===== src/dedg_pkg.sv =====
// dedg_pkg: shared types and constants of the 3x3 depth edge classifier
// no dependencies; imported by dedg_pos_ctr, dedg_classify and the core

package dedg_pkg;

	localparam int MAX_WIDTH  = 1024;
	localparam int DEPTH_BITS = 16;
	localparam int COL_W      = 10;
	localparam int ROW_W      = 12;
	localparam int FW_W       = 11;
	localparam int CFG_IDX_W  = 2;
	localparam int CFG_DATA_W = 16;
	localparam int MAX_HEIGHT = 4095;

	// register indexes of the configuration port
	localparam logic [CFG_IDX_W-1:0] REG_FRAME_WIDTH  = 2'd0;
	localparam logic [CFG_IDX_W-1:0] REG_FRAME_HEIGHT = 2'd1;
	localparam logic [CFG_IDX_W-1:0] REG_MAX_DEPTH    = 2'd2;
	localparam logic [CFG_IDX_W-1:0] REG_STEP         = 2'd3;

	// pixel classes
	localparam logic [1:0] CLASS_SKIP = 2'd0;
	localparam logic [1:0] CLASS_FLAT = 2'd1;
	localparam logic [1:0] CLASS_EDGE = 2'd2;

	// one stored depth sample: measurement flag above the depth
	typedef struct packed {
		logic                  vld;
		logic [DEPTH_BITS-1:0] depth;
	} sample_t;

	localparam int SAMPLE_W = $bits(sample_t);

	typedef struct packed {
		logic [DEPTH_BITS-1:0] depth_mm;
		logic                  depth_valid;
	} in_req_t;

	typedef struct packed {
		logic [1:0]       pixel_class;
		logic [ROW_W-1:0] center_row;
		logic [COL_W-1:0] center_col;
		logic             frame_last;
	} out_req_t;

	// raster position of a sample and what it completes
	typedef struct packed {
		logic [ROW_W-1:0] row;
		logic [COL_W-1:0] col;
		logic             emit;
		logic             last;
	} pos_t;

endpackage


===== src/dedg_classify.sv =====
// dedg_classify: skip / flat / edge decision for one complete 3x3 window
// depends on dedg_pkg

module dedg_classify import dedg_pkg::*; (
	input  sample_t               center,
	input  sample_t               nbr [8],
	input  logic [DEPTH_BITS-1:0] max_depth,
	input  logic [DEPTH_BITS-1:0] step,
	output logic [1:0]            pixel_class
);

	logic [7:0]                   nbr_missing;
	logic [7:0]                   nbr_step;
	logic signed [DEPTH_BITS+1:0] diff [8];

	always_comb begin
		for (int k = 0; k < 8; k++) begin
			nbr_missing[k] = !nbr[k].vld;
			diff[k] = $signed({2'b00, center.depth}) - $signed({2'b00, nbr[k].depth});
			nbr_step[k] = diff[k] > $signed({2'b00, step});
		end
	end

	always_comb begin
		priority if (!center.vld || !(center.depth < max_depth)) begin
			pixel_class = CLASS_SKIP;
		end else if ((|nbr_missing) || (|nbr_step)) begin
			pixel_class = CLASS_EDGE;
		end else begin
			pixel_class = CLASS_FLAT;
		end
	end

endmodule


===== config.mk =====
export PLATFORM = sky130hd
export DESIGN_NAME = dedg_classify
export DESIGN_NICKNAME = d
export VERILOG_FILES = /design/src/dedg_pkg.sv /design/src/dedg_classify.sv
export SDC_FILE = /design/constraint.sdc
export NUM_CORES = 1
export LEC_CHECK = 0
export ABC_AREA = 0
export BUFFER_PORTS_ARGS = -buffer_cell sky130_fd_sc_hd__buf_2
export CAP_MARGIN = 20
export CORE_MARGIN = 3
export CORE_UTILIZATION = 45
export DETAILED_ROUTE_END_ITERATION = 7
export PLACE_DENSITY = 0.66
export SETUP_SLACK_MARGIN = 0.5
export SYNTH_ARGS = -nofsm -noshare
export SYNTH_HDL_FRONTEND = slang
export SYNTH_SLANG_ARGS = --single-unit

===== constraint.sdc =====
create_clock -name vclk -period 8.6
set_input_delay 1.72 -clock vclk [all_inputs]
set_output_delay 1.72 -clock vclk [all_outputs]
set_load 0.01 [all_outputs]

==> metrics <==
outcome complete, no violations; most frequent cells in the layout ha_1, inv_1, buf_2; hold buffer count at CTS 0; Core Footprint 19020 um2; Synth Area in Simple Gates 17.38%; Finished Cell Area 10260 um2; DP HPWL 23.25 mm; I/O pin count 187; initial antenna violation count 0; Startpoint Class primary input; grt total ovfl 0; DRC violation total after the first TritonRoute iteration between 500 and 600; RSZ-0062 raised after global routing false; Vias/cell ~5.5; grt met2 use 38.94%; vias in the first global route roughly 8600; ant diodes 0; sequential area share after synthesis 0%; Final nets approximately 1900; Slew @ Worst Pin 0.6729 ns; Post-Route WL 27.59 mm; Avg WL per Cell 16.56 um; XOR/XNOR Fraction of Synth Area 9.375%; Sequential Power Share 0%; row count 50; met3 Usage GRT between 1.5 and 2%; crit path DAT ~6.1 ns; Post-route DRC 0; Final Hold Viols 0; area grow syn2layout 15.63%; fmax 128.2 MHz; die area 21440 um2; Cell Area, Synth between 8000 and 9000 um2; kind of critical path primary input to output pin; placed inst area roughly 10000 um2; Worst Setup SP center[1]; RD Place Congestion 0.9277; first-pass GRT wire length 43.26 mm; required time worst endpoint 6.88 ns; via count 9097; Tmin final 7.798 ns; Critical Path Fanout Max 10; Slew Limit Fails 0; Reg area 0 um2; met1 usage 37.22%; Worst Setup End Kind output pin; gr usage total 24.33%; pin count of the biggest net entering global routing 11; setup tns final 0 ns; Combinational Power Share 100.0%; Seq cells 0; Max-Cap Viols 0; switching part of the total about 55%; largest area contributor in the netlist ha_1; Internal Power 387.1 uW; syn nets 1674; HP Class primary input to output pin; Adder-Cell Fraction of Synth Area about two fifths; Post-Syn Instances approximately 1200; Hold Slack 3.971 ns; Tcrit/Tclk final between 90% and 100%; Post-DRT Antenna Nets 0; dpl cells around 1700; # fillers 1997; LEAKAGE around 5.6 nW; die width 146.4 um; compound-gate portion of the synthesized area 25.24%; Distinct cells, synth 65; synth top area cells ha_1, inv_1, xnor2_1; combinational family with the most area after synthesis adder cells; pwr dens between 80 and 90 nW/um2; setup violators final 0; post-synth top area share about two fifths; Die H 146.4 um; Sw Pwr 471.4 uW; initial core utilization 46.66%; CLK BUF 0; multiplexer share of the synthesized area 0%; synth warn 0; IO buf count between 150 and 200; relative slew slack 54.87%; Most Used Layer, Global Route met2; VDD IR max 29.71 uV; CP endpoint pixel_class[0]; DRT Pass-1 Iters 5; clock network fraction of total power 0%; most common library cell in the layout ignoring fill and taps ha_1; fraction of layout cells with a size suffix above 1 15.50%; Syn Area/Cell 7.335 um2; fin cells about 1700
-- per-layer routing --
metal / vias up / routed length (um) / share of wire (%)
met2: 281 / 11650 / 42
li1: 4753 / - / -
met3: 10 / 1721 / 6.2
met4: 0 / 115 / 0.42
met1: 4053 / 14100 / 51
met5: - / 0 / 0
-- cells by family after synthesis --
| group | count (synthesis) |
|---|---|
| AO/OA/AOI/OAI | 346 |
| AND/OR/NAND/NOR | 301 |
| adder cells (fa/ha/maj) | 279 |
| buffers and inverters | 189 |
| XOR/XNOR | 95 |
-- per-stage QoR --
step / power (mW) / util (%) / setup WS [ns]
2_1_floorplan: 0.6074 / - / 1.552
3_3_place_gp: 0.8193 / 53.37 / 0.7828
3_5_place_dp: 0.8328 / 53.37 / 0.6816
4_1_cts: 0.8391 / 53.37 / 0.6651
5_1_grt: 0.9740 / 53.96 / 0.4763
6_report: 0.8585 / 53.96 / 0.8016
-- final cells by class --
| class | instances | area (um2) | share of cell area, % |
|---|---|---|---|
| multi-input combinational | 1021 | 8214 | 80.04 |
| timing repair buffer | 196 | 1010 | 9.839 |
| tap | 260 | 325.3 | 3.170 |
| inverter | 189 | 713.2 | 6.950 |
-- worst min path at each step --
stage                     from             end  slack [ns]  cells past startpoint
floorplan           center[16]  pixel_class[1]        3.75                      2
global placement    center[16]  pixel_class[1]        3.96                      4
detailed placement  center[16]  pixel_class[1]        3.96                      4
CTS                 center[16]  pixel_class[1]        3.97                      4
global route        center[16]  pixel_class[1]        4.01                      4
finish              center[16]  pixel_class[1]        3.97                      4
-- cell usage after synthesis (all sizes together), types with 5 or more instances --
cell type,instances
nand3,22
o31ai,8
xnor2,76
o21bai,14
nand2,46
o21ai,67
or3,5
and2,6
inv,189
o211ai,5
nand4,29
a311oi,5
o21a,31
nor4,7
ha,271
nor2,80
and3,11
a2111oi,5
a21oi,116
xor2,19
fa,8
nor2b,34
nand2b,19
nor3,27
a211oi,8
o31a,7
a21o,29
a31oi,7
a21boi,9
-- power by group through the flow --
stage | combinational [mW] | clock (mW) | sequential, mW
CTS | 0.839 | 0 | 0
detailed placement | 0.833 | 0 | 0
global placement | 0.819 | 0 | 0
global route | 0.974 | 0 | 0
finish | 0.858 | 0 | 0
floorplan | 0.607 | 0 | 0
-- worst max-delay path: stages --
cell       delay (ns)
clkbuf_4         0.18
ha_1             0.30
nor2b_1          0.12
o21ai_0          0.25
a21boi_1         0.14
o21ai_1          0.19
a21oi_1          0.18
a2111oi_4        0.37
nor2_1           0.13
a221oi_1         0.33
xnor2_1          0.12
ha_1             0.33
nand4_1          0.12
or4_1            0.52
o21ai_0          0.09
a211oi_1         0.10
nor4b_4          0.28
o2111ai_2        0.19
and3b_1          0.26
buf_2            0.13
-- timing repair --
action                                  in CTS  in global routing
gates resized for setup                      0                 12
endpoints found under the hold margin        0                  0
endpoints found under the setup margin       0                  2
setup buffers                                0                  7
(Power assumes the default switching activity.)
