`src/dedg_pkg.sv`:
```
// dedg_pkg: shared types and constants of the 3x3 depth edge classifier
// no dependencies; imported by dedg_pos_ctr, dedg_classify and the core

package dedg_pkg;

	localparam int MAX_WIDTH  = 1024;
	localparam int DEPTH_BITS = 16;
	localparam int COL_W      = 10;
	localparam int ROW_W      = 12;
	localparam int FW_W       = 11;
	localparam int CFG_IDX_W  = 2;
	localparam int CFG_DATA_W = 16;
	localparam int MAX_HEIGHT = 4095;

	// register indexes of the configuration port
	localparam logic [CFG_IDX_W-1:0] REG_FRAME_WIDTH  = 2'd0;
	localparam logic [CFG_IDX_W-1:0] REG_FRAME_HEIGHT = 2'd1;
	localparam logic [CFG_IDX_W-1:0] REG_MAX_DEPTH    = 2'd2;
	localparam logic [CFG_IDX_W-1:0] REG_STEP         = 2'd3;

	// pixel classes
	localparam logic [1:0] CLASS_SKIP = 2'd0;
	localparam logic [1:0] CLASS_FLAT = 2'd1;
	localparam logic [1:0] CLASS_EDGE = 2'd2;

	// one stored depth sample: measurement flag above the depth
	typedef struct packed {
		logic                  vld;
		logic [DEPTH_BITS-1:0] depth;
	} sample_t;

	localparam int SAMPLE_W = $bits(sample_t);

	typedef struct packed {
		logic [DEPTH_BITS-1:0] depth_mm;
		logic                  depth_valid;
	} in_req_t;

	typedef struct packed {
		logic [1:0]       pixel_class;
		logic [ROW_W-1:0] center_row;
		logic [COL_W-1:0] center_col;
		logic             frame_last;
	} out_req_t;

	// raster position of a sample and what it completes
	typedef struct packed {
		logic [ROW_W-1:0] row;
		logic [COL_W-1:0] col;
		logic             emit;
		logic             last;
	} pos_t;

endpackage

```
`src/dedg_pos_ctr.sv`:
```
// dedg_pos_ctr: raster row and column counters of the incoming sample stream
// depends on dedg_pkg

module dedg_pos_ctr import dedg_pkg::*; (
	input  logic             clk,
	input  logic             arst_n,
	input  logic             adv,
	input  logic [COL_W-1:0] col_last,
	input  logic [ROW_W-1:0] row_last,
	output pos_t             pos
);

	logic [ROW_W-1:0] row_q;
	logic [COL_W-1:0] col_q;

	always_ff @(posedge clk or negedge arst_n) begin
		if (!arst_n) begin
			row_q <= '0;
			col_q <= '0;
		end else if (adv) begin
			if (col_q >= col_last) begin
				col_q <= '0;
				row_q <= (row_q >= row_last) ? '0 : row_q + 1'b1;
			end else begin
				col_q <= col_q + 1'b1;
			end
		end
	end

	always_comb begin
		pos.row  = row_q;
		pos.col  = col_q;
		pos.emit = (row_q >= ROW_W'(2)) && (col_q >= COL_W'(2));
		pos.last = (row_q == row_last) && (col_q == col_last);
	end

endmodule

```
`config.mk`:
```
export PLATFORM = sky130hd
export DESIGN_NAME = dedg_pos_ctr
export DESIGN_NICKNAME = d
export VERILOG_FILES = /design/src/dedg_pkg.sv /design/src/dedg_pos_ctr.sv
export SDC_FILE = /design/constraint.sdc
export NUM_CORES = 1
export LEC_CHECK = 0
export BUFFER_PORTS_ARGS = -buffer_cell sky130_fd_sc_hd__buf_2
export CAP_MARGIN = 20
export CORE_UTILIZATION = 34
export CTS_CLUSTER_DIAMETER = 200
export CTS_CLUSTER_SIZE = 16
export DETAILED_ROUTE_END_ITERATION = 6
export MAX_ROUTING_LAYER = met4
export PLACE_DENSITY = 0.53
export SLEW_MARGIN = 20
export SYNTH_ARGS = -nofsm -noshare
export SYNTH_HDL_FRONTEND = slang
export SYNTH_SLANG_ARGS = --single-unit
```
`constraint.sdc`:
```
create_clock -name clk -period 2.9 [get_ports clk]
set_input_delay 0.29 -clock clk [delete_from_list [all_inputs] [get_ports clk]]
set_output_delay 0.29 -clock clk [all_outputs]
set_load 0.02 [all_outputs]
```
==> reports/qor.txt, run 1 <==
initial antenna violation count = 0
critical path fanouts, max = 8
Worst Setup Start Kind = register
Die ar. = 5700 um2
Crit Path Category = reg2reg
PwrDens = 477 nW/um2
Hold WS = -0.00212 ns
Post-synth top cells = 26 x ha_1, 25 x inv_1, 22 x dfrtp_1, 20 x nor2_1, 15 x nand2_1
DR iter-0 viols = 63
Arr. time, crit path = 2.68 ns
number of failing hold endpoints at the final stage = 10
htree depth = 1
critical-path cell list = ha_1 > a21o_1 > nand2_1 > a21boi_0 > o41ai_2 > buf_4 > a21o_1 > a22o_1
Crit path top cell by count = a21o_1
number of global-route vias before repair = 1538
Slew @ Worst Pin = 0.831 ns
GR peak layer = met2
slowest CP cell = o41ai_2
fraction of registers with async set or reset after synthesis = 100%
GRT Total Usage = 17.8%
vias post-DR = 1664
GRT overflow = 0
yosys warns = 0
first-pass GRT wire length = 7240 um
GR Util met3 = 2.78%
# resized after CTS = 0
period utilization = 85.0%
CTS buffer count = 3
CTS Root Cell = clkbuf_8
post-synth top area cell = dfrtp_1
DIE WIDTH = 75.5 um
Cell Area, Synth = 1840 um2
# clock sinks = 22
minimum clock period = 2.47 ns
HPWL after DPL = 3530 um
core box area = 5140 um2
GR Util met2 = 31.3%
cts hold-fix bufs = 0
crit end category = register
main area contributors after synthesis = dfrtp_1 30%, ha_1 18%, inv_1 5.1%
fmax = 405 MHz
drt wl/cell = 13.7 um
Worst Setup Slack, final = 0.434 ns
Remaining DRCs = 0
status = finished with violations
fin nets = 311
setup TNS = 0 ns
Mapped Cells = 207
First-pass DRT Iterations = 4
Placement Rows = 26
HP Class = in2async
vias per inst = 5.07
# setup viols final = 0
share of the synthesized area in the top cell type = 30.0%
Max rail drop VDD = 0.312 mV
unrepaired setup endpoints after global routing = false
io pins = 49
sequential share of the synthesized area = 30.0%
Synth Flop Type = dfrtp_1
Initial Utilization = 35.7%
pin count of the biggest net entering global routing = 23
share of layout cells above drive strength 1 = 26.0%
pins over their slew limit = 0
Data required, critical path = 3.11 ns
routability cong. = 0.783
Post-synth EDFFs = 0
#FFs+latches synth = 22
Slew HR = 44.0%
Max Root-Sink Buffers = 2
synth unique cells = 45
Synth-to-Final Area Change = 20.4%
Die Ht = 75.5 um
met1 global-route usage = 21.4%
syn avg cell area = 8.87 um2
number of I/O port buffers = 48
Ant. Diodes = 0
Detail Route Antenna Nets = 0
clock skew = 0.00291 ns
Synthesized Nets = 258
MaxCap Viol Count = 0
failing checks = hold timing
CTS tree = done
Lkg Pwr = 1.16 nW
Worst-path clk slew = 0.08 ns
Worst path max stage delay = 0.72 ns
clk_lat worst skew = 0.26 ns
Post CTS Setup Buffer Count = 0
drt total wl = 4490 um
most frequent cell after synthesis = ha_1
setup slack at placement = 0.388 ns
## cell families (layout without fill, tap and decap cells)
kind of cell | count (synthesis) | count (layout) | share of synthesized area, %
buf+inv | 29 | 80 | 6.88
simple gates | 81 | 81 | 23.0
compound gates | 42 | 42 | 18.9
fa+ha+maj | 26 | 26 | 17.7
flops | 22 | 22 | 30.0
mux | 2 | 2 | 1.16
xor+xnor | 5 | 5 | 2.38
## stage by stage
stage,total power (W),instances,hold WS (ns),cell area (um2),util (%)
floorplan,0.000709,207,-0.00559,1840,-
global placement,0.000870,325,0.317,2170,42.2
detailed placement,0.000871,325,0.307,2170,42.2
CTS,0.00107,328,0.0143,2210,43.0
global route,0.00114,328,0.0448,2210,43.0
finish,0.00105,328,-0.00212,2210,43.0
## sequential cells by signal, summed over array words and instances, names as in the netlist
| register | cells |
|---|---|
| col_q | 10 |
| row_q | 12 |
## where the power goes
group	internal [W]	switching [W]
sequential	0.000354	0.0000747
combinational	0.000185	0.000244
clock	0.0000929	0.000104
total	0.000631	0.000422
## final timing paths
path                                           start  cells after the start  slack [ns]               endpoint
worst max register to register  col_q[3]$_DFFE_PN0P_                      8        0.43   row_q[3]$_DFFE_PN0P_
worst min-delay path                          arst_n                      1      -0.002   row_q[1]$_DFFE_PN0P_
min in group clk                                 adv                      2        0.34   col_q[0]$_DFFE_PN0P_
worst min register to register  row_q[0]$_DFFE_PN0P_                      1        0.58   row_q[0]$_DFFE_PN0P_
max in group asynchronous                     arst_n                      1        2.55  row_q[11]$_DFFE_PN0P_
worst max-delay path            col_q[3]$_DFFE_PN0P_                      8        0.43   row_q[3]$_DFFE_PN0P_
## final cells by class
type,instances,area [um2]
fillers,552,2930
multi-input cells,156,1170
clock buffers,3,41.3
repair buffers,52,270
inverters,25,93.8
flip-flops and latches,22,551
well taps,70,87.6
## worst max-delay path, delay by kind of cell, from the launching register on
kind | cells | cell delay, ns
fa+ha+maj | 1 | 0.33
simple gates | 1 | 0.05
buf+inv | 1 | 0.26
compound gates | 5 | 1.31
flops | 1 | 0.46
## layout by cell type, fill, tap and decap left out, types with 4 or more instances in the layout
master / synthesis / final
nor2_1: 20 / 20
nand3_1: 13 / 13
nand4_1: 4 / 4
nor4_1: 6 / 6
dfrtp_1: 22 / 22
o21ai_0: 6 / 6
buf_4: 0 / 4
a21o_1: 8 / 8
inv_1: 25 / 25
ha_1: 26 / 26
nand2_1: 15 / 15
a22o_1: 6 / 6
a21oi_1: 6 / 6
buf_2: 2 / 48
nand2b_1: 4 / 4
and3_1: 4 / 4
## routing by layer
layer | part of all wire (%) | vias to the layer above
met5 | 0 | -
met4 | 0.73 | 0
met3 | 3.7 | 2
met2 | 48 | 37
met1 | 47 | 776
li1 | - | 849
(Power assumes the default switching activity.)
==> inputs of run 2 (changes only) <==
Settings changed: CELL_PAD_IN_SITES_DETAIL_PLACEMENT set to 0, CELL_PAD_IN_SITES_GLOBAL_PLACEMENT set to 1, PLACE_DENSITY 0.53 to 0.68, SKIP_CTS_REPAIR_TIMING set to 1.
==> reports/qor.txt, run 2 (synthesis results as in run 1) <==
initial antenna violation count = 0
critical path depth in cells = 7
DR iter-0 viols = 40
Synth-to-Final Area Change = 20.4%
# clock sinks = 22
htree depth = 1
vias post-DR = 1630
origin of the worst setup path = row_q[5]$_DFFE_PN0P_
io pins = 49
CTS buffer count = 3
drt wl/cell = 13.9 um
HPWL after DPL = 3610 um
HP Class = in2async
Reg2Reg Launch Point = row_q[5]$_DFFE_PN0P_
first-pass GRT wire length = 7330 um
slowest CP cell = dfrtp_1
PwrDens = 480 nW/um2
fin nets = 311
status = finished with violations
Post-Layout Cell Count = 328
vias per inst = 4.97
reg2reg path depth = 7
Max Root-Sink Buffers = 2
Crit Path Category = reg2reg
Slew @ Worst Pin = 0.798 ns
Remaining DRCs = 0
crit end category = register
GRT Total Usage = 17.9%
# setup viols final = 0
Filler cells = 565
max FFs per register = 12
CP Capture Point = row_q[11]$_DFFE_PN0P_
Worst-path clk slew = 0.08 ns
Detail Route Antenna Nets = 0
Worst path max stage delay = 0.48 ns
biggest regs = row_q x12, col_q x10
total power = 0.00106 W
Largest Register = row_q
most frequent cells in the layout = 48 x buf_2, 26 x ha_1, 25 x inv_1
Hold WS = -0.00509 ns
Ant. Diodes = 0
CTS Root Cell = clkbuf_8
critical-path cell list = ha_1 > and3_1 > a221oi_1 > a21oi_1 > a2111oi_4 > and2_1 > a22o_1
number of global-route vias before repair = 1501
MaxCap Viol Count = 0
Worst Setup Start Kind = register
routability cong. = 0.825
Core Util, Final = 43.0%
Data required, critical path = 3.11 ns
clock skew = 0.00213 ns
pin count of the biggest net entering global routing = 23
Placed Cells = 325
number of failing hold endpoints at the final stage = 4
unrepaired setup endpoints after global routing = false
fmax = 398 MHz
DIE WIDTH = 75.5 um
Slew HR = 46.2%
commonest non-fill, non-tap cell in the layout = buf_2
setup TNS = 0 ns
number of I/O port buffers = 48
Crit path max-delay family = compound AO/OA/AOI/OAI gates
Lkg Pwr = 1.16 nW
minimum clock period = 2.51 ns
clk_lat worst skew = 0.27 ns
critical path fanouts, max = 9
Critical path buffers and inverters = 0
Placement Rows = 26
Die ar. = 5700 um2
CTS tree = done
Arr. time, crit path = 2.72 ns
period utilization = 86.6%
Die Ht = 75.5 um
core box area = 5140 um2
pins over their slew limit = 0
Max rail drop VDD = 0.265 mV
Initial Utilization = 35.7%
reg2reg setup slack = 0.39 ns
First-pass DRT Iterations = 4
worst r2r dst = row_q[11]$_DFFE_PN0P_
failing checks = hold timing
GRT overflow = 0
share of layout cells above drive strength 1 = 26.0%
drt total wl = 4570 um
run 2: through the flow:
step | worst slack (ns) | hold WS (ns) | cell area (um2)
6_report | 0.389 | -0.00509 | 2210
5_1_grt | 0.189 | 0.0323 | 2210
4_1_cts | 0.374 | 0.0207 | 2210
3_5_place_dp | 0.415 | 0.311 | 2170
3_3_place_gp | 0.435 | 0.308 | 2170
2_1_floorplan | 0.609 | -0.00559 | 1840
run 2: worst min-delay path by stage:
stage	endpoint	slack (ns)
global placement	col_q[2]$_DFFE_PN0P_	0.31
global route	row_q[3]$_DFFE_PN0P_	0.03
CTS	row_q[5]$_DFFE_PN0P_	0.02
detailed placement	col_q[2]$_DFFE_PN0P_	0.31
floorplan	col_q[0]$_DFFE_PN0P_	-0.006
finish	col_q[2]$_DFFE_PN0P_	-0.005
run 2: layer usage:
| metal | wire, um | global-route usage [%] |
|---|---|---|
| met1 | 2180 | 22.5 |
| met5 | 0 | - |
| met3 | 153 | 3.31 |
| met4 | 31 | 4.12 |
| met2 | 2210 | 29.8 |
run 2: cell type report:
cell class	count	area (um2)	share of cell area (%)
Sequential cell	22	551	24.9
Timing Repair Buffer	52	270	12.2
Tap cell	70	87.6	3.96
Inverter	25	93.8	4.24
Clock buffer	3	41.3	1.87
Multi-Input combinational cell	156	1170	52.8
run 2: where the power goes:
part	switching, W	internal (W)
combinational	0.000246	0.000184
sequential	0.0000760	0.000354
clock	0.000108	0.0000931
